`src/rtl/core/bpc_pkg.sv`:
```
// ----------------------------------------------------------------------------
// bpc_pkg
// Shared types and constants of the button press classifier.
// ----------------------------------------------------------------------------
package bpc_pkg;

	// Input transfer: one millisecond tick of the sampled pin
	typedef struct packed {
		logic button_level;
		logic suppress;
	} bpc_in_t;

	// Result transfer: one classification
	typedef struct packed {
		logic [1:0]  press_kind;
		logic [1:0]  click_count;
		logic [15:0] first_duration_ms;
	} bpc_out_t;

	// Press kinds
	localparam logic [1:0] KIND_MULTI      = 2'd0;
	localparam logic [1:0] KIND_LONG_SHORT = 2'd1;
	localparam logic [1:0] KIND_LONG_LONG  = 2'd2;

	// Register indexes
	localparam logic [1:0] REG_DEBOUNCE   = 2'd0;
	localparam logic [1:0] REG_GAP        = 2'd1;
	localparam logic [1:0] REG_LONG_SHORT = 2'd2;
	localparam logic [1:0] REG_LONG_LONG  = 2'd3;

	// Register reset values
	localparam logic [7:0]  DEBOUNCE_RST   = 8'd10;
	localparam logic [15:0] GAP_RST        = 16'd450;
	localparam logic [15:0] LONG_SHORT_RST = 16'd1000;
	localparam logic [15:0] LONG_LONG_RST  = 16'd3000;

	// Valid press count saturates here
	localparam logic [1:0] COUNT_MAX = 2'd3;
	localparam logic [15:0] TIMER_MAX = 16'hFFFF;

endpackage

```
`src/rtl/core/button_press_classifier.sv`:
```
// ----------------------------------------------------------------------------
// button_press_classifier
// Multi-click and long-press detector on millisecond ticks of a button pin.
// ----------------------------------------------------------------------------
// One input transfer is one millisecond tick; the block takes one tick every
// clock cycle while in_stall is low. Each tick updates the sequence state in
// the same cycle; when a sequence ends on a tick without suppress set, the
// classification is registered into a two-entry output buffer (output
// register plus skid slot) that separates the sides: in_stall rises only
// when both entries hold results not yet taken. Registers are written
// through the APB port at byte addresses 0, 4, 8 and 12 and act at once.
module button_press_classifier
	import bpc_pkg::*;
#(
	parameter int MAX_PRESSES = 3
) (
	input  logic        clk,
	input  logic        arst_n,
	// Tick channel
	input  logic        in_valid,
	output logic        in_stall,
	input  bpc_in_t     in_data,
	// Result channel
	output logic        out_valid,
	input  logic        out_stall,
	output bpc_out_t    out_data,
	// Configuration port
	input  logic        psel,
	input  logic        penable,
	input  logic        pwrite,
	input  logic [3:0]  paddr,
	input  logic [31:0] pwdata,
	output logic [31:0] prdata,
	output logic        pready
);

	localparam int SLOT_W = (MAX_PRESSES > 1) ? $clog2(MAX_PRESSES) : 1;
	localparam logic [SLOT_W-1:0] SLOT_LAST = SLOT_W'(MAX_PRESSES - 1);

	typedef enum logic [1:0] {
		PH_IDLE,
		PH_PRESS,
		PH_GAP
	} phase_t;

	// Configuration registers
	logic [7:0]  debounce_q;
	logic [15:0] gap_ms_q;
	logic [15:0] long_short_q;
	logic [15:0] long_long_q;

	// Sequence state
	phase_t      phase_q, phase_d;
	logic        prev_level_q, prev_level_d;
	logic [15:0] hold_q, hold_d;
	logic [15:0] gap_q, gap_d;
	logic [SLOT_W-1:0] slot_q, slot_d;
	logic [1:0]  presses_q, presses_d;
	logic [15:0] first_q, first_d;

	// Output buffer
	logic        out_valid_q;
	bpc_out_t    out_q;
	logic        skid_valid_q;
	bpc_out_t    skid_q;

	logic        accept;
	logic        pop;
	logic        finish;
	logic        emit;
	logic [15:0] gap_inc;
	logic [15:0] hold_inc;
	bpc_out_t    result;
	logic        cfg_write;

	assign pready    = 1'b1;
	assign cfg_write = psel && penable && pwrite;
	assign in_stall  = skid_valid_q;
	assign accept    = in_valid && !in_stall;
	assign out_valid = out_valid_q;
	assign out_data  = out_q;
	assign pop       = out_valid_q && !out_stall;

	assign hold_inc = (hold_q == TIMER_MAX) ? hold_q : hold_q + 16'd1;
	assign gap_inc  = (gap_q == TIMER_MAX) ? gap_q : gap_q + 16'd1;

	// Write configuration registers
	always_ff @(posedge clk or negedge arst_n) begin
		if (!arst_n) begin
			debounce_q   <= DEBOUNCE_RST;
			gap_ms_q     <= GAP_RST;
			long_short_q <= LONG_SHORT_RST;
			long_long_q  <= LONG_LONG_RST;
		end else if (cfg_write) begin
			unique case (paddr[3:2])
				REG_DEBOUNCE:   debounce_q   <= pwdata[7:0];
				REG_GAP:        gap_ms_q     <= pwdata[15:0];
				REG_LONG_SHORT: long_short_q <= pwdata[15:0];
				REG_LONG_LONG:  long_long_q  <= pwdata[15:0];
				default:        ;
			endcase
		end
	end

	// Read back configuration registers
	always_comb begin
		unique case (paddr[3:2])
			REG_DEBOUNCE:   prdata = {24'd0, debounce_q};
			REG_GAP:        prdata = {16'd0, gap_ms_q};
			REG_LONG_SHORT: prdata = {16'd0, long_short_q};
			REG_LONG_LONG:  prdata = {16'd0, long_long_q};
			default:        prdata = 32'd0;
		endcase
	end

	// Advance the sequence by one tick
	always_comb begin
		phase_d      = phase_q;
		prev_level_d = in_data.button_level;
		hold_d       = hold_q;
		gap_d        = gap_q;
		slot_d       = slot_q;
		presses_d    = presses_q;
		first_d      = first_q;
		finish       = 1'b0;
		unique case (phase_q)
			PH_IDLE: begin
				if (prev_level_q && !in_data.button_level) begin
					phase_d   = PH_PRESS;
					slot_d    = '0;
					presses_d = '0;
					first_d   = '0;
					hold_d    = 16'd1;
					gap_d     = '0;
				end
			end
			PH_PRESS: begin
				if (!in_data.button_level) begin
					hold_d = hold_inc;
				end else begin
					if (slot_q == '0) begin
						first_d = hold_q;
					end
					if ((hold_q > {8'd0, debounce_q}) && (presses_q < COUNT_MAX)) begin
						presses_d = presses_q + 2'd1;
					end
					gap_d   = '0;
					phase_d = PH_GAP;
					finish  = (gap_ms_q == '0);
				end
			end
			PH_GAP: begin
				gap_d = gap_inc;
				if (!in_data.button_level) begin
					if (slot_q == SLOT_LAST) begin
						finish = 1'b1;
					end else begin
						slot_d  = slot_q + SLOT_W'(1);
						hold_d  = 16'd1;
						phase_d = PH_PRESS;
					end
				end else if (gap_inc >= gap_ms_q) begin
					finish = 1'b1;
				end
			end
			default: begin
				phase_d = PH_IDLE;
			end
		endcase
		if (finish) begin
			phase_d = PH_IDLE;
		end
	end

	// Classify from the first press duration
	always_comb begin
		priority if (first_d >= long_long_q) begin
			result.press_kind = KIND_LONG_LONG;
		end else if (first_d >= long_short_q) begin
			result.press_kind = KIND_LONG_SHORT;
		end else begin
			result.press_kind = KIND_MULTI;
		end
		result.click_count       = presses_d;
		result.first_duration_ms = first_d;
	end

	assign emit = accept && finish && !in_data.suppress;

	// Hold sequence state and the output buffer
	always_ff @(posedge clk or negedge arst_n) begin
		if (!arst_n) begin
			phase_q      <= PH_IDLE;
			prev_level_q <= 1'b1;
			hold_q       <= '0;
			gap_q        <= '0;
			slot_q       <= '0;
			presses_q    <= '0;
			first_q      <= '0;
			out_valid_q  <= 1'b0;
			skid_valid_q <= 1'b0;
		end else begin
			if (accept) begin
				phase_q      <= phase_d;
				prev_level_q <= prev_level_d;
				hold_q       <= hold_d;
				gap_q        <= gap_d;
				slot_q       <= slot_d;
				presses_q    <= presses_d;
				first_q      <= first_d;
			end
			if (pop) begin
				if (skid_valid_q) begin
					out_q        <= skid_q;
					skid_valid_q <= emit;
					if (emit) begin
						skid_q <= result;
					end
				end else begin
					out_valid_q <= emit;
					if (emit) begin
						out_q <= result;
					end
				end
			end else if (emit) begin
				if (!out_valid_q) begin
					out_valid_q <= 1'b1;
					out_q       <= result;
				end else begin
					skid_valid_q <= 1'b1;
					skid_q       <= result;
				end
			end
		end
	end

endmodule
```
`config.mk`:
```
export PLATFORM = sky130hd
export DESIGN_NAME = button_press_classifier
export DESIGN_NICKNAME = d
export VERILOG_FILES = /design/src/rtl/core/bpc_pkg.sv /design/src/rtl/core/button_press_classifier.sv
export SDC_FILE = /design/constraint.sdc
export NUM_CORES = 1
export LEC_CHECK = 0
export ABC_CLOCK_PERIOD_IN_PS = 6250
export BUFFER_PORTS_ARGS = -buffer_cell sky130_fd_sc_hd__buf_2
export CAP_MARGIN = 0
export CORE_ASPECT_RATIO = 0.75
export CORE_MARGIN = 4
export CORE_UTILIZATION = 29
export CTS_CLUSTER_DIAMETER = 120
export CTS_CLUSTER_SIZE = 14
export DETAILED_ROUTE_END_ITERATION = 7
export GPL_TIMING_DRIVEN = 0
export PLACE_DENSITY = 0.49
export SLEW_MARGIN = 10
export SYNTH_ARGS = -nofsm -noshare
export SYNTH_HDL_FRONTEND = slang
export SYNTH_SLANG_ARGS = --single-unit
export TNS_END_PERCENT = 30
```
`constraint.sdc`:
```
create_clock -name clk -period 6.25 [get_ports clk]
set_clock_uncertainty 0.15 [all_clocks]
set_input_delay 0.625 -clock clk [delete_from_list [all_inputs] [get_ports clk]]
set_output_delay 0.625 -clock clk [all_outputs]
set_load 0.005 [all_outputs]
```
[Word-level counts from Yosys, hierarchy flattened]
Cells that the tools add are included.
Storage, ports and cells
  register bits after elaboration: 153
  input bits: 45
  output and inout bits: 55
Cells by class
  equal/unequal tests: 21
  muxes and demuxes: 52
  reductions and logical operators: 33
  $add $sub $neg: 4
  order comparisons: 5
Operators with widths (number)
  two-way mux 20 bit: 9
  two-way mux 16 bit: 11
  case mux 32 bit (4 select lines): 1
  case mux 16 bit (3 select lines): 2
  >= comparator 16 bit: 3
  adder 16 x 1 -> 16 bit, second input constant: 2
  equality test 16 bit, second input constant: 2
  case mux 16 bit (2 select lines): 1
  two-way mux 2 bit: 12
  greater-than comparator 16 x 8 -> 1 bit: 1
  zero test 16 bit: 1
  inequality test 2 bit, second input constant: 8
  two-way mux 1 bit: 12
  inequality test 3 bit, second input constant: 4
  AND reduction 2 bit: 6
  AND reduction 4 bit: 3
  AND reduction 5 bit: 2
  equality test 2 bit, second input constant: 4
  logical AND 1 bit: 8
  case mux 2 bit (2 select lines): 2
  nonzero test 2 bit: 4
  AND reduction 7 bit: 1
  zero test 2 bit: 3
  case mux 2 bit (3 select lines): 1
  7 further kinds: 12

[Depth between registers and ports, before layout]
Gate-level depths: netlist of the first run.
  depth in word-level cells: 11
  gate-level depth with buffers: 14
  gate-level depth less buffers: 13

[Worst setup path after synthesis of the first run]
No wires, ideal clock.
  path type: reg-to-reg
  start point: register gap_q[13]
  end point: register out_q, in the netlist out_data[0], enable pin
  clock period less this slack: 4.860 ns
  cell stages (with the launch flop): 14
  library setup time: 0.431 ns
  arrival time: 4.279 ns
  setup slack: 1.390 ns
  cell sequence: dfrtp_1 clkbuf_1 nand3_1 nor4_4 nand2b_1 nor2_1 xor2_1 ha_1 a21o_1 a21oi_1 a21o_1 a221oi_1 o211ai_1 a221oi_1
Between the ends
  word-level cells in the longest chain between the ends: 10
RTL lines
  start, declared: RTL line button_press_classifier.sv:56  | logic [15:0] gap_q, gap_d;
  start signal, assigned: RTL line button_press_classifier.sv:207  | gap_q <= gap_d;
  adder 16 x 1 -> 16 bit or equality test 16 bit (tied branches): RTL line button_press_classifier.sv:85  | assign gap_inc = (gap_q == TIMER_MAX) ? gap_q : gap_q + 16'd1;
  two-way mux 16 bit (*): RTL line button_press_classifier.sv:85
  >= comparator 16 bit (*): RTL line button_press_classifier.sv:162  | end else if (gap_inc >= gap_ms_q) begin
  two-way mux 1 bit (*): RTL line button_press_classifier.sv:162
  two-way mux 1 bit (*): RTL line button_press_classifier.sv:154  | if (!in_data.button_level) begin
  case mux 1 bit (2 select lines) (*): RTL line button_press_classifier.sv:126  | unique case (phase_q)
  logical AND 1 bit (*) (2 in a row): RTL line button_press_classifier.sv:188  | assign emit = accept && finish && !in_data.suppress;
  nonzero test 2 bit (no line)
  AND reduction 4 bit (no line) (*)
  end signal, assigned: RTL line button_press_classifier.sv:214  | out_q <= skid_q;
  end signal, assigned: RTL line button_press_classifier.sv:222  | out_q <= result;
  end signal, assigned: RTL line button_press_classifier.sv:228  | out_q <= result;
  end, declared: RTL line button_press_classifier.sv:63  | bpc_out_t out_q;
Every way passes the cells marked *; elsewhere a longest branch is shown, timed or not.
A chain may end at the register's enable or synchronous reset.

[Worst setup path in the final report of the first run]
  start point: register gap_q[13]
  end point: register out_q, in the netlist out_data[12], enable pin
Same word-level chain as after synthesis.

==> metrics list, run 1 <==
- Global-route congestion overflow total: 0
- The cell count after synthesis came out at 887.
- Run status: complete, no violations
- In this design, the stage delay of the slowest critical-path cell is around 0.75 ns.
* Post-Synthesis Mean Instance Area: 10.13 sq um
- Cells taking the most area after synthesis: dfrtp_1, edfxtp_1, ha_1
- Worst-Margin Slew: 1.120 ns
- Max FO, Critical Path: 14
- Register clock-pin slew on the reported worst setup and hold paths: 0.07 ns
- Among all flip-flop cells after synthesis, the most frequent one is dfrtp_1.
- Reg2Reg Launch Point: gap_q[13]$_DFFE_PN0P_
- Traced cell by cell, the critical path runs through clkbuf_1 > nand3_1 > nor4_4 > nand2_2 > nand3_2 > nor2_1 > xor2_1 > ha_1 > a21oi_1 > o21ai_0 > nor4b_1 > a221oi_1 > o211ai_1 > a221oi_4 > buf_8.
- The tree is rooted in a clkbuf_16.
- Routed WL: about 26 mm
* Area share of the largest cell type after synthesis: 25.91%
- For this run, design rule violations remaining after detail routing come to 0.
- Buffers from clock root to sink, at most: 2
- Hold path start: pwdata[8]
- For this design the ratio of total power to cell area is 249.7 nW/um^2.
* Vias in the first global route: 6800
* Worst-case vdd ir drop: 0.1666 mV
- Wire length of the first global-routing pass: a little over 40 mm
* Worst-case headroom to the max-slew limit: between 20% and 30%
- Derived from the worst setup path, the maximum achievable clock frequency is 204.9 MHz.
* Sink count of the clock tree: 153
- At the worst endpoint, the arrival time is 4.87 ns.
- Die outline height: 160.4 um
- Following the worst setup path forward leads to its endpoint at out_data[12]$_DFFE_PP_.
- Max-cap violations in this run came to 0.
- CP max stage cell: a221oi_1
* Type of origin of the critical path: register
- Proportion of layout cells with a drive suffix above 1: 21.14%
* Average routed wire per standard cell: 18.65 um
- Critical path endpoint category: register
- Summing the sequential cell areas from Yosys gives between 40% and 50% of the chip area.
- Final min period: 4.881 ns
- Number of setup violations in the final report: 0
- Setup repair after global routing left no endpoint under its margin.
- After clock tree synthesis, the repair step resized 0 gates.
- Number of levels the H-tree was split into: 4
* Slew Limit Fails: 0
* Iteration-0 DRC count of the detailed router: 536
- Tightest hold margin: 0.2976 ns
- Clock buffers created by TritonCTS: 17
- Core outline area: 30350 sq um
- CTS tree: done
- 100 I/O pins were placed.
* Yosys warns: 0
* Count of flip-flops with a built-in enable after synthesis: 40
- GP Congestion: 0.8248
- Count of filler cells inserted in the layout: 3097
- Hold crit path type: input port to register
* Vias after detailed routing: between 6000 and 7000
- Count of inserted antenna diode cells: 0
- Final Util: 34.69%
- The count of buffers added on input and output ports is 64.
- The critical path is of the register to register type.
- For the worst setup path, the data required time is 6.24 ns.
- Entering global routing, the biggest net connects 71 pins.
- Tot GR Track Use: 15.82%
- Worst R2R Setup Slack: 1.37 ns
* Hold Vio Cnt, Final: 0
* Pre-CTS setup slack: around 1.4 ns
* Worst reg2reg path depth: 15
- In the post-route analysis, the smallest setup slack over all paths is between 1 and 1.5 ns.
- Count of distinct cell types in the synthesized netlist: 75
* Die ar.: 33890 sq um
* Post-layout power: ~2.6 mW
* Share of flip-flops with an asynchronous set or reset after synthesis: between 70% and 80%
- Ratio of routed vias to standard cells: 4.951
- Final HPWL DP: 20.18 mm
- Destination of the worst register-to-register timing path: out_data[12]$_DFFE_PP_
- The final layout contains about 1100 nets.
- Library cell with the largest summed area after synthesis: dfrtp_1
- Relative area change from synthesis to final layout: 17.20%
- Yosys reg bits: 153
- For this configuration, the core starts out at a cell density of 29.60%.
* Area of the mapped netlist: 8984 sq um
* First drt pass iteration count: 4
- Fin crit share: 78.10%
- Summed over all cells, the static leakage comes to 4.582 nW.
- Horizontal die dimension: 211.2 um
- For the worst-skew pair, the clock arrives at the later sink with an insertion delay of roughly 0.44 ns.
- Once detail routing completed, the nets flagged for antenna violations numbered 0.
* Beginning of the critical path: gap_q[13]$_DFFE_PN0P_
- The initialized floorplan defines 55 standard-cell rows.
- The initial antenna violation count is 1.
==> registers in the layout, indices dropped and copies added (netlist names) <==
name and count:
gap_q 16, out_valid 1, first_q 16, skid_q 20, presses_q 2, gap_ms_q 16
long_short_q 16, in_stall 1, hold_q 16, slot_q 2, long_long_q 16, phase_q 2
debounce_q 8, prev_level_q 1, out_data 20
==> synth_stat cells (9+ instances only) <==
master / n
buf_4: 19
clkbuf_1: 27
o21ai_0: 71
nor2b_1: 9
nand2_1: 102
nand3_1: 27
nand4_1: 17
a22o_1: 21
and3_1: 11
edfxtp_1: 40
inv_1: 83
a22oi_1: 17
mux2_2: 36
dfstp_2: 20
a21oi_1: 41
nor2_1: 36
dfrtp_1: 93
ha_1: 67
==> per-layer routing <==
layer  GRT usage (%)  vias to the layer above  routed length (um)
li1                -                     3366                   -
met3           4.101                       27                1560
met2           20.25                      163                9891
met4           3.918                        2                 328
met1           25.74                     3383               14350
met5               0                        -                  13
==> worst max-delay path: cells and delay by family, from the launching register on <==
kind	cells	cell delay, ns
fa+ha+maj	1	0.30
flops	1	0.32
xor+xnor	1	0.15
simple gates	6	1.15
compound gates	5	1.96
buf+inv	2	0.51
==> layout make-up <==
class                   instances  area [sq um]  area share [%]
well taps                     399         499.2           4.742
inverters                      83         311.5           2.959
clock inverters                11         91.34          0.8675
flip-flops and latches        153          4054           38.50
multi-input cells             612          4408           41.87
clock buffers                  21         481.7           4.575
repair buffers                 69         394.1           3.743
plain buffers                  54         289.0           2.745
==> per-stage QoR <==
stage | setup TNS [ns] | area [sq um] | std cells
final | 0 | 10530 | 1402
after global routing | 0 | 10530 | 1402
after CTS | 0 | 10530 | 1402
after detailed placement | 0 | 9946 | 1369
after global placement | -21.52 | 9859 | 1365
after floorplan | 0 | 9040 | 902
==> power breakdown <==
| part | leakage (nW) | switching (mW) | internal, mW |
|---|---|---|---|
| clock network | 0.281 | 0.445 | 0.590 |
| registers | 1.67 | 0.0675 | 1.13 |
| logic | 2.63 | 0.215 | 0.180 |
| total | 4.58 | 0.728 | 1.90 |
==> cells in the final DEF (no fill, tap or decap), types with 5 or more instances in the layout <==
master	netlist	routed
nand2_1	102	102
dfrtp_1	93	93
inv_1	83	83
o21ai_0	71	71
buf_2	6	69
ha_1	67	67
a21oi_1	41	41
edfxtp_1	40	40
nor2_1	36	36
mux2_2	36	36
clkbuf_1	27	28
nand3_1	27	27
buf_4	19	21
a22o_1	21	21
dfstp_2	20	20
clkbuf_16	0	18
nand4_1	17	17
a22oi_1	17	17
conb_1	2	17
and3_1	11	11
nor2b_1	9	9
xnor2_1	8	8
mux4_2	8	8
nor4_1	8	8
o31ai_1	8	8
nand2b_1	7	7
a21o_1	6	6
a211oi_1	6	6
nor3_1	6	5
mux2i_1	5	5
o211ai_1	5	5
==> what timing repair did <==
item | in CTS | in global routing
setup endpoints to repair | 0 | 0
hold endpoints to repair | 28 | 0
hold buffers | 1 | 0
setup buffers | 0 | 0
==> kinds of logic (layout without fill, tap and decap cells) <==
group	Yosys count	after routing	synth area share (%)
compound gates	208	208	15.32
mux	51	51	7.409
buf+inv	137	238	6.685
other cells	2	17	0.08360
flops	153	153	45.13
xor+xnor	12	12	1.170
simple gates	257	257	14.87
fa+ha+maj	67	67	9.331
==> worst min path at each step <==
stage / cells past startpoint / slack (ns) / to
2_1_floorplan: 0 / 0.18 / debounce_q[0]$_DFFE_PN0P_
3_3_place_gp: 2 / 0.30 / prev_level_q$_DFFE_PN1P_
3_5_place_dp: 2 / 0.30 / prev_level_q$_DFFE_PN1P_
4_1_cts: 3 / 0.27 / gap_ms_q[8]$_DFFE_PN1P_
5_1_grt: 3 / 0.28 / gap_ms_q[8]$_DFFE_PN1P_
6_report: 3 / 0.30 / gap_ms_q[8]$_DFFE_PN1P_
(Power assumes the default switching activity.)
==> run 2: changes to the inputs <==
Settings changed: ABC_CLOCK_PERIOD_IN_PS 6250 to 4790.
Clock period 6.25 ns to 4.79 ns, I/O delays scaled along.
==> run 2 against run 1 <==
Largest power group unchanged. Combinational power grew 30%. Register-to-register slack lost 1.0 ns. Critical endpoint is now out_data[18]$_DFFE_PP_. Largest cell class unchanged. Critical path depth shrank 1. Highest routed layer is now met4.
==> metrics list, run 2 (synthesis gave the netlist of run 1 again) <==
- Number of instances on the worst hold path: 3 (unchanged)
* Hold crit path type: input port to register (unchanged)
* Average routed wire per standard cell: 18.41 um (was 18.65 um)
- GP Congestion: 0.8303 (was 0.8248)
* Register clock-pin slew on the reported worst setup and hold paths: 0.06 ns (was 0.07 ns)
* Slew Limit Fails: 0 (unchanged)
* Type of the worst setup path: register to register (unchanged)
- P_leak: 4.615 nW (was 4.582 nW)
- Reg2Reg Launch Point: phase_q[1]$_DFFE_PN0P_ (was gap_q[13]$_DFFE_PN0P_)
* Horizontal die dimension: 211.2 um (unchanged)
- The part of the total power dissipated in combinational logic was 14.7% (was 15.0%).
- The initial antenna violation count was 0 (was 1).
- The required time of the critical path was 4.82 ns (was 6.24 ns).
- The post-route DRC violation count is 0 (unchanged).
- The core box area is 30350 sq um (unchanged).
* Data arrival, critical path: 4.49 ns (was 4.87 ns)
* # rows: 55 (unchanged)
- The number of max-capacitance violations reported was 0 (unchanged).
- Worst R2R Setup Slack: 0.34 ns (was 1.37 ns)
- The net switching power of the design is 0.9436 mW (was 0.7282 mW).
* Count of filler cells inserted in the layout: 3077 (was 3097)
* Most common library cell in the layout ignoring fill and taps: nand2_1 (unchanged)
- Sequential fraction of design power: 44.7% (was 45.6%)
- The master cell of the clock root buffer was clkbuf_16 (unchanged).
* Max frequency: 224.6 MHz (was 204.9 MHz)
- The source of the worst hold timing path is pwdata[11] (was pwdata[8]).
- Number of setup violations in the final report: 0 (unchanged)
* Iteration-0 DRC count of the detailed router: 506 (was 536)
* Insertion delay of the later-clocked pin in the worst-skew pair: 0.44 ns (about the same)
- The slack of the critical path was 0.3370 ns (was 1.369 ns).
- The type of element capturing the critical path is a register (unchanged).
* Tot GR Track Use: 15.25% (was 15.82%)
- Wire length of the first global-routing pass: 39.63 mm (was 41.23 mm)
- The actual transition at the worst max-transition pin was 1.016 ns (was 1.120 ns).
- The sink of the worst hold path is gap_ms_q[11]$_DFFE_PN0P_ (was gap_ms_q[8]$_DFFE_PN1P_).
- The total instance count after detailed placement is 1369 (unchanged).
- First drt pass iteration count: 5 (was 4)
- The number of global-route vias before repair is 6514 (was 6800).
* Vias after detailed routing: 7002 (was 6941)
- Pre-CTS setup slack: -0.1389 ns (was 1.363 ns)
* Post-Layout Cell Count: 1404 (was 1402)
* Max FO, Critical Path: 10 (was 14)
- The number of clock buffers inserted by TritonCTS is 17 (unchanged).
* Destination of the worst register-to-register timing path: out_data[18]$_DFFE_PP_ (was out_data[12]$_DFFE_PP_)
* Post-route standard cell area excluding fillers: 10600 sq um (was 10530 sq um)
- The final net count came to 1104 (was 1102).
* Relative area change from synthesis to final layout: 18.04% (was 17.20%)
- Type of origin of the critical path: register (unchanged)
* Run status: complete, no violations (unchanged)
- The die area came to 33890 sq um (unchanged).
* Instance area at placement: 9946 sq um (unchanged)
- Switching part of the total power: 26.99% (was 27.70%)
* Worst-case headroom to the max-slew limit: 31.68% (was 24.72%)
- The fraction of layout cells with a size suffix above 1 is 21.39% (was 21.14%).
- The detail-routed via count per cell is 4.987 (was 4.951).
* Number of nets with antenna violations after detailed routing: 0 (unchanged)
- Hold Vio Cnt, Final: 0 (unchanged)
* CTS tree: done (unchanged)
- Top-Level Pins: 100 (unchanged)
- Final min period: 4.453 ns (was 4.881 ns)
- Count of inserted antenna diode cells: 0 (unchanged)
* Worst reg2reg path depth: 14 (was 15)
- The number of H-tree levels was 4 (unchanged).
* Unrepaired setup endpoints after global routing: no (unchanged)
* Routed WL: 25.85 mm (was 26.14 mm)
* Maximum number of pins on one net before global-route repair: 83 (was 71)
- The initial cell density of the core was 29.60% (unchanged).
- Buffers from clock root to sink, at most: 2 (unchanged)
- Die outline height: 160.4 um (unchanged)
* Sink count of the clock tree: 153 (unchanged)
- Fin crit share: 92.96% (was 78.10%)
- Final HPWL DP: 20.03 mm (was 20.18 mm)
* Number of port buffers: 64 (unchanged)
- Global-route congestion overflow total: 0 (unchanged)
- The power density over the cells was 329.7 nW/um^2 (was 249.7 nW/um^2).
* Internal cell power: 2.553 mW (was 1.900 mW)
- Highest-count cells in the layout ignoring fill and taps: nand2_1, dfrtp_1, inv_1, o21ai_0, buf_2 (unchanged).
- The clock share of power was 40.6% (was 39.4%).
- Worst-case vdd ir drop: 0.1866 mV (was 0.1666 mV)
[run 2: cell count changes in the layout (fill, tap and decap cells not counted), sizes merged]
cell / change
buf: +3
bufinv: +1
clkinv: +1
clkinvlp: -1
inv: -2
[run 2: worst max-delay path: stages (launching register included)]
cell	delay, ns
dfrtp_1	0.41
inv_1	0.13
ha_1	0.34
clkbuf_1	0.53
a21o_1	0.42
buf_2	0.32
a22oi_1	0.18
inv_1	0.19
ha_1	0.28
a21oi_1	0.14
o21ai_0	0.18
o21ai_0	0.29
a21oi_1	0.08
o2111a_1	0.28
mux2_2	0.28
[run 2: power groups by stage]
stage | Sequential, mW | Clock [mW] | Combinational, mW
after detailed placement | 1.59 | 0 | 0.514
final | 1.56 | 1.42 | 0.513
after global placement | 1.59 | 0 | 0.502
after global routing | 1.58 | 1.50 | 0.584
after CTS | 1.56 | 1.45 | 0.520
after floorplan | 1.55 | 0 | 0.332
[run 2: metrics by stage]
stage	setup TNS, ns	utilization, %	hold WS, ns	power (mW)
after floorplan	0	-	0.03341	1.882
after global placement	-56.59	32.51	0.2976	2.087
after detailed placement	-2.386	32.77	0.2493	2.100
after CTS	0	34.84	0.1232	3.532
after global routing	0	34.94	0.1460	3.660
final	0	34.94	0.1424	3.497
[run 2: cell type report]
type	count	area (sq um)	share of cell area, %
Multi-Input combinational cell	612	4414	41.63
Sequential cell	153	4054	38.23
Tap cell	399	499.2	4.708
Clock buffer	22	496.7	4.684
Timing Repair Buffer	72	429.2	4.047
Inverter	83	311.5	2.938
Buffer	53	285.3	2.690
Clock inverter	10	113.9	1.074
[run 2: worst max-delay path by stage]
stage                           startpoint  cells after the start                     end
floorplan            gap_q[13]$_DFFE_PN0P_                     13     skid_q[0]$_DFFE_PP_
global placement     gap_q[13]$_DFFE_PN0P_                     14    skid_q[10]$_DFFE_PP_
detailed placement   gap_q[13]$_DFFE_PN0P_                     15  out_data[19]$_DFFE_PP_
CTS                  gap_q[13]$_DFFE_PN0P_                     15  out_data[19]$_DFFE_PP_
global route          gap_q[2]$_DFFE_PN0P_                     16     skid_q[8]$_DFFE_PP_
finish              phase_q[1]$_DFFE_PN0P_                     14  out_data[18]$_DFFE_PP_
[run 2: repair_timing]
item / 4_1_cts / 5_1_grt
gates resized for setup: 1 / 0
setup endpoints to repair: 31 / 31
buffers inserted: 0 / 3
hold buffers: 1 / 0
pin swaps: 0 / 3
hold endpoints to repair: 26 / 0
[run 2: routing by layer]
metal	wire [um]	part of all wire (%)	up-vias	global-route usage [%]
met2	9837	38	169	19.36
met4	310	1.2	0	3.947
met3	1343	5.2	25	3.027
li1	-	-	3381	-
met5	0	0	-	0
met1	14360	56	3427	25.44
==> run 3: changes to the inputs <==
Settings changed: CORE_UTILIZATION 29 to 55, PLACE_DENSITY 0.49 to 0.8.
==> run 3 against run 2 <==
Cell area is 2.4% lower. Count of clock-buffer cells in the layout is 1 higher. Total power is 0.55% lower. Routed wire length is 7.8% lower. Die area is 46% lower. Worst hold slack worse by 0.0081 ns. Global-route usage is 11 points higher. Combinational power is 4% higher. Clock power is 3% lower. Critical path depth stayed put. Maximum frequency is 2.2% higher. Largest power group unchanged. Highest routed layer unchanged.
==> metrics list, run 3 (synthesis gave the netlist of run 1 again) <==
- Relative area change from synthesis to final layout: 15.25% (was 18.04%)
- Data arrival, critical path: 4.40 ns (was 4.49 ns)
- The master cell of the clock root buffer is clkbuf_16 (unchanged).
- The total instance count after detailed placement is 1179 (was 1369).
- Highest-count cells in the layout ignoring fill and taps: nand2_1, dfrtp_1, inv_1, o21ai_0, buf_2 (unchanged).
- Sequential cell area: 4054 sq um (unchanged)
* Final #Nets: 1104 (unchanged)
- Final HPWL DP: 17.55 mm (was 20.03 mm)
* Sink count of the clock tree: 153 (unchanged)
- Max FO, Critical Path: 10 (unchanged)
* Internal cell power: 2.532 mW (was 2.553 mW)
- The worst min-delay path class was input port to register (unchanged).
- Switching part of the total power: 27.18% (was 26.99%)
- The core box area came to 16020 sq um (was 30350 sq um).
- Required time at the worst-slack endpoint: 4.83 ns (was 4.82 ns)
- The minimum clock period is 4.359 ns (was 4.453 ns).
- The clock share of power was 39.8% (was 40.6%).
- Tightest hold margin: 0.1343 ns (was 0.1424 ns)
* Tot GR Track Use: 25.99% (was 15.25%)
- Proportion of layout cells with a drive suffix above 1: 21.19% (was 21.39%)
* Worst-case headroom to the max-slew limit: 31.27% (was 31.68%)
* DRC: 0 (unchanged)
- The number of top-level pins is 100 (unchanged).
- Antenna violations before repair: 0 (unchanged)
* Vias after detailed routing: 7289 (was 7002)
- Type of origin of the critical path: register (unchanged)
- The detailed-route wire length per cell came to 19.62 um (was 18.41 um).
- The floorplan row count is 40 (was 55).
- Ratio of routed vias to standard cells: 5.999 (was 4.987)
- Run status: complete, no violations (unchanged)
* Clock buffers created by TritonCTS: 17 (unchanged)
- The height of the chip was 118.7 um (was 160.4 um).
* Portion of total power attributed to combinational logic: 15.3% (was 14.7%)
- The overall routed net length is 23.84 mm (was 25.85 mm).
* Number of nets with antenna violations after detailed routing: 0 (unchanged)
- The number of max-capacitance violations reported is 0 (unchanged).
- The number of antenna repair diodes came to 0 (unchanged).
* Insertion delay of the later-clocked pin in the worst-skew pair: 0.44 ns (about the same)
- The remaining global-route overflow is 0 (unchanged).
- The weighted congestion at the end of routability-driven global placement came to 0.9631 (was 0.8303).
- The achievable clock frequency was 229.4 MHz (was 224.6 MHz).
- The maximum root-to-sink buffer count came to 2 (unchanged).
- Type of the worst setup path: register to register (unchanged)
- The ratio of final minimum period to clock period came to 91.00% (was 92.96%).
* Iteration-0 DRC count of the detailed router: 696 (was 506)
* Horizontal die dimension: 155.6 um (was 211.2 um)
- The actual transition at the worst max-transition pin was 1.023 ns (was 1.016 ns).
* Die ar.: 18460 sq um (was 33890 sq um)
- Initial Util: 56.09% (was 29.60%)
- The static power due to leakage was 4.612 nW (was 4.615 nW).
- Multi-input gate area: 4420 sq um (was 4414 sq um)
* Net switching power figure: 0.9451 mW (was 0.9436 mW)
- The most common library cell in the layout ignoring fill and taps is nand2_1 (unchanged).
- The layout filler cell count is 1250 (was 3077).
- The clock transition at the registers of the reported paths is 0.07 ns (was 0.06 ns).
- The maximum ir drop on the vdd rail came to 0.2262 mV (was 0.1866 mV).
- Slew Limit Fails: 0 (unchanged)
- The type of element capturing the critical path is a register (unchanged).
- The first-pass GRT wire length came to 37.36 mm (was 39.63 mm).
- Number of port buffers: 64 (unchanged)
* Maximum number of pins on one net before global-route repair: 79 (was 83)
- Post-Layout Cell Count: 1215 (was 1404)
- Power density of the placed cells: 335.9 nW/um^2 (was 329.7 nW/um^2)
* Vias in the first global route: 6996 (was 6514)
- The proportion of power drawn by flip-flops and latches was 44.9% (was 44.7%).
* Unrepaired setup endpoints after global routing: no (unchanged)
* Number of levels the H-tree was split into: 4 (unchanged)
- CTS tree: done (unchanged)
* Number of setup violations in the final report: 0 (unchanged)
* First drt pass iteration count: 5 (unchanged)
- Hold Vio Cnt, Final: 0 (unchanged)
## run 3: changes by cell type in the layout (fill, tap and decap cells not counted), sizes merged
| cell | before | now |
|---|---|---|
| clkbuf | 48 | 50 |
| clkinv | 5 | 1 |
| inv | 84 | 87 |
| buf | 98 | 97 |
## run 3: final cells by class
cell class | instances | area share, %
Multi-Input combinational cell | 612 | 42.69
Sequential cell | 153 | 39.15
Clock buffer | 23 | 4.665
Timing Repair Buffer | 71 | 4.072
Inverter | 83 | 3.009
Buffer | 54 | 2.792
Tap cell | 210 | 2.538
Clock inverter | 9 | 1.076
## run 3: per-layer routing
metal	part of all wire, %	GRT usage, %	wire (um)	vias to the layer above
met2	43	38.22	10370	327
met3	8.8	6.369	2089	36
li1	-	-	-	3385
met1	46	38.16	11000	3541
met5	0	0	0	-
met4	1.6	7.654	390	0
## run 3: power by group through the flow
stage	clock network, mW	logic [mW]	registers [mW]
2_1_floorplan	0	0.332	1.55
6_report	1.38	0.531	1.56
4_1_cts	1.39	0.524	1.56
5_1_grt	1.45	0.587	1.57
3_5_place_dp	0	0.515	1.58
3_3_place_gp	0	0.490	1.57
## run 3: through the flow
step                setup WS [ns]  TNS [ns]  instance area, sq um  utilization (%)  power (mW)
detailed placement       -0.08512    -1.016                  9702            60.58       2.095
finish                     0.4310         0                 10350            64.65       3.477
CTS                       0.03494         0                 10310            64.39       3.470
floorplan                 0.09440         0                  9046                -       1.882
global route               0.1162         0                 10350            64.65       3.608
global placement           -1.240    -34.64                  9629            60.12       2.064
## run 3: what timing repair did
action                                  4_1_cts  5_1_grt
resized for setup                             1        1
endpoints found under the setup margin       12       36
hold endpoints to repair                     34        0
pin swaps                                     0        1
setup buffers                                 0        3
hold buffers                                  1        0
## run 3: critical path: stages (launching register included)
cell	delay, ns
dfrtp_1	0.41
inv_1	0.14
ha_1	0.31
clkbuf_1	0.51
a21o_1	0.38
buf_2	0.28
a22oi_1	0.18
inv_1	0.21
ha_1	0.27
a21oi_1	0.13
o21ai_0	0.19
a211oi_1	0.29
a21oi_1	0.11
o2111a_1	0.27
mux2_2	0.28
## run 3: path summary, 6_finish.rpt
path	slack, ns	from	cells after the start	end
hold / removal	0.13	pwdata[13]	3	gap_ms_q[13]$_DFFE_PN0P_
setup reg to reg	0.43	phase_q[1]$_DFFE_PN0P_	14	out_data[18]$_DFFE_PP_
hold reg to reg	0.31	prev_level_q$_DFFE_PN1P_	2	prev_level_q$_DFFE_PN1P_
min in group asynchronous	0.37	arst_n	2	gap_q[1]$_DFFE_PN0P_
max in group asynchronous	3.38	arst_n	3	long_short_q[9]$_DFFE_PN1P_
setup / recovery	0.43	phase_q[1]$_DFFE_PN0P_	14	out_data[18]$_DFFE_PP_
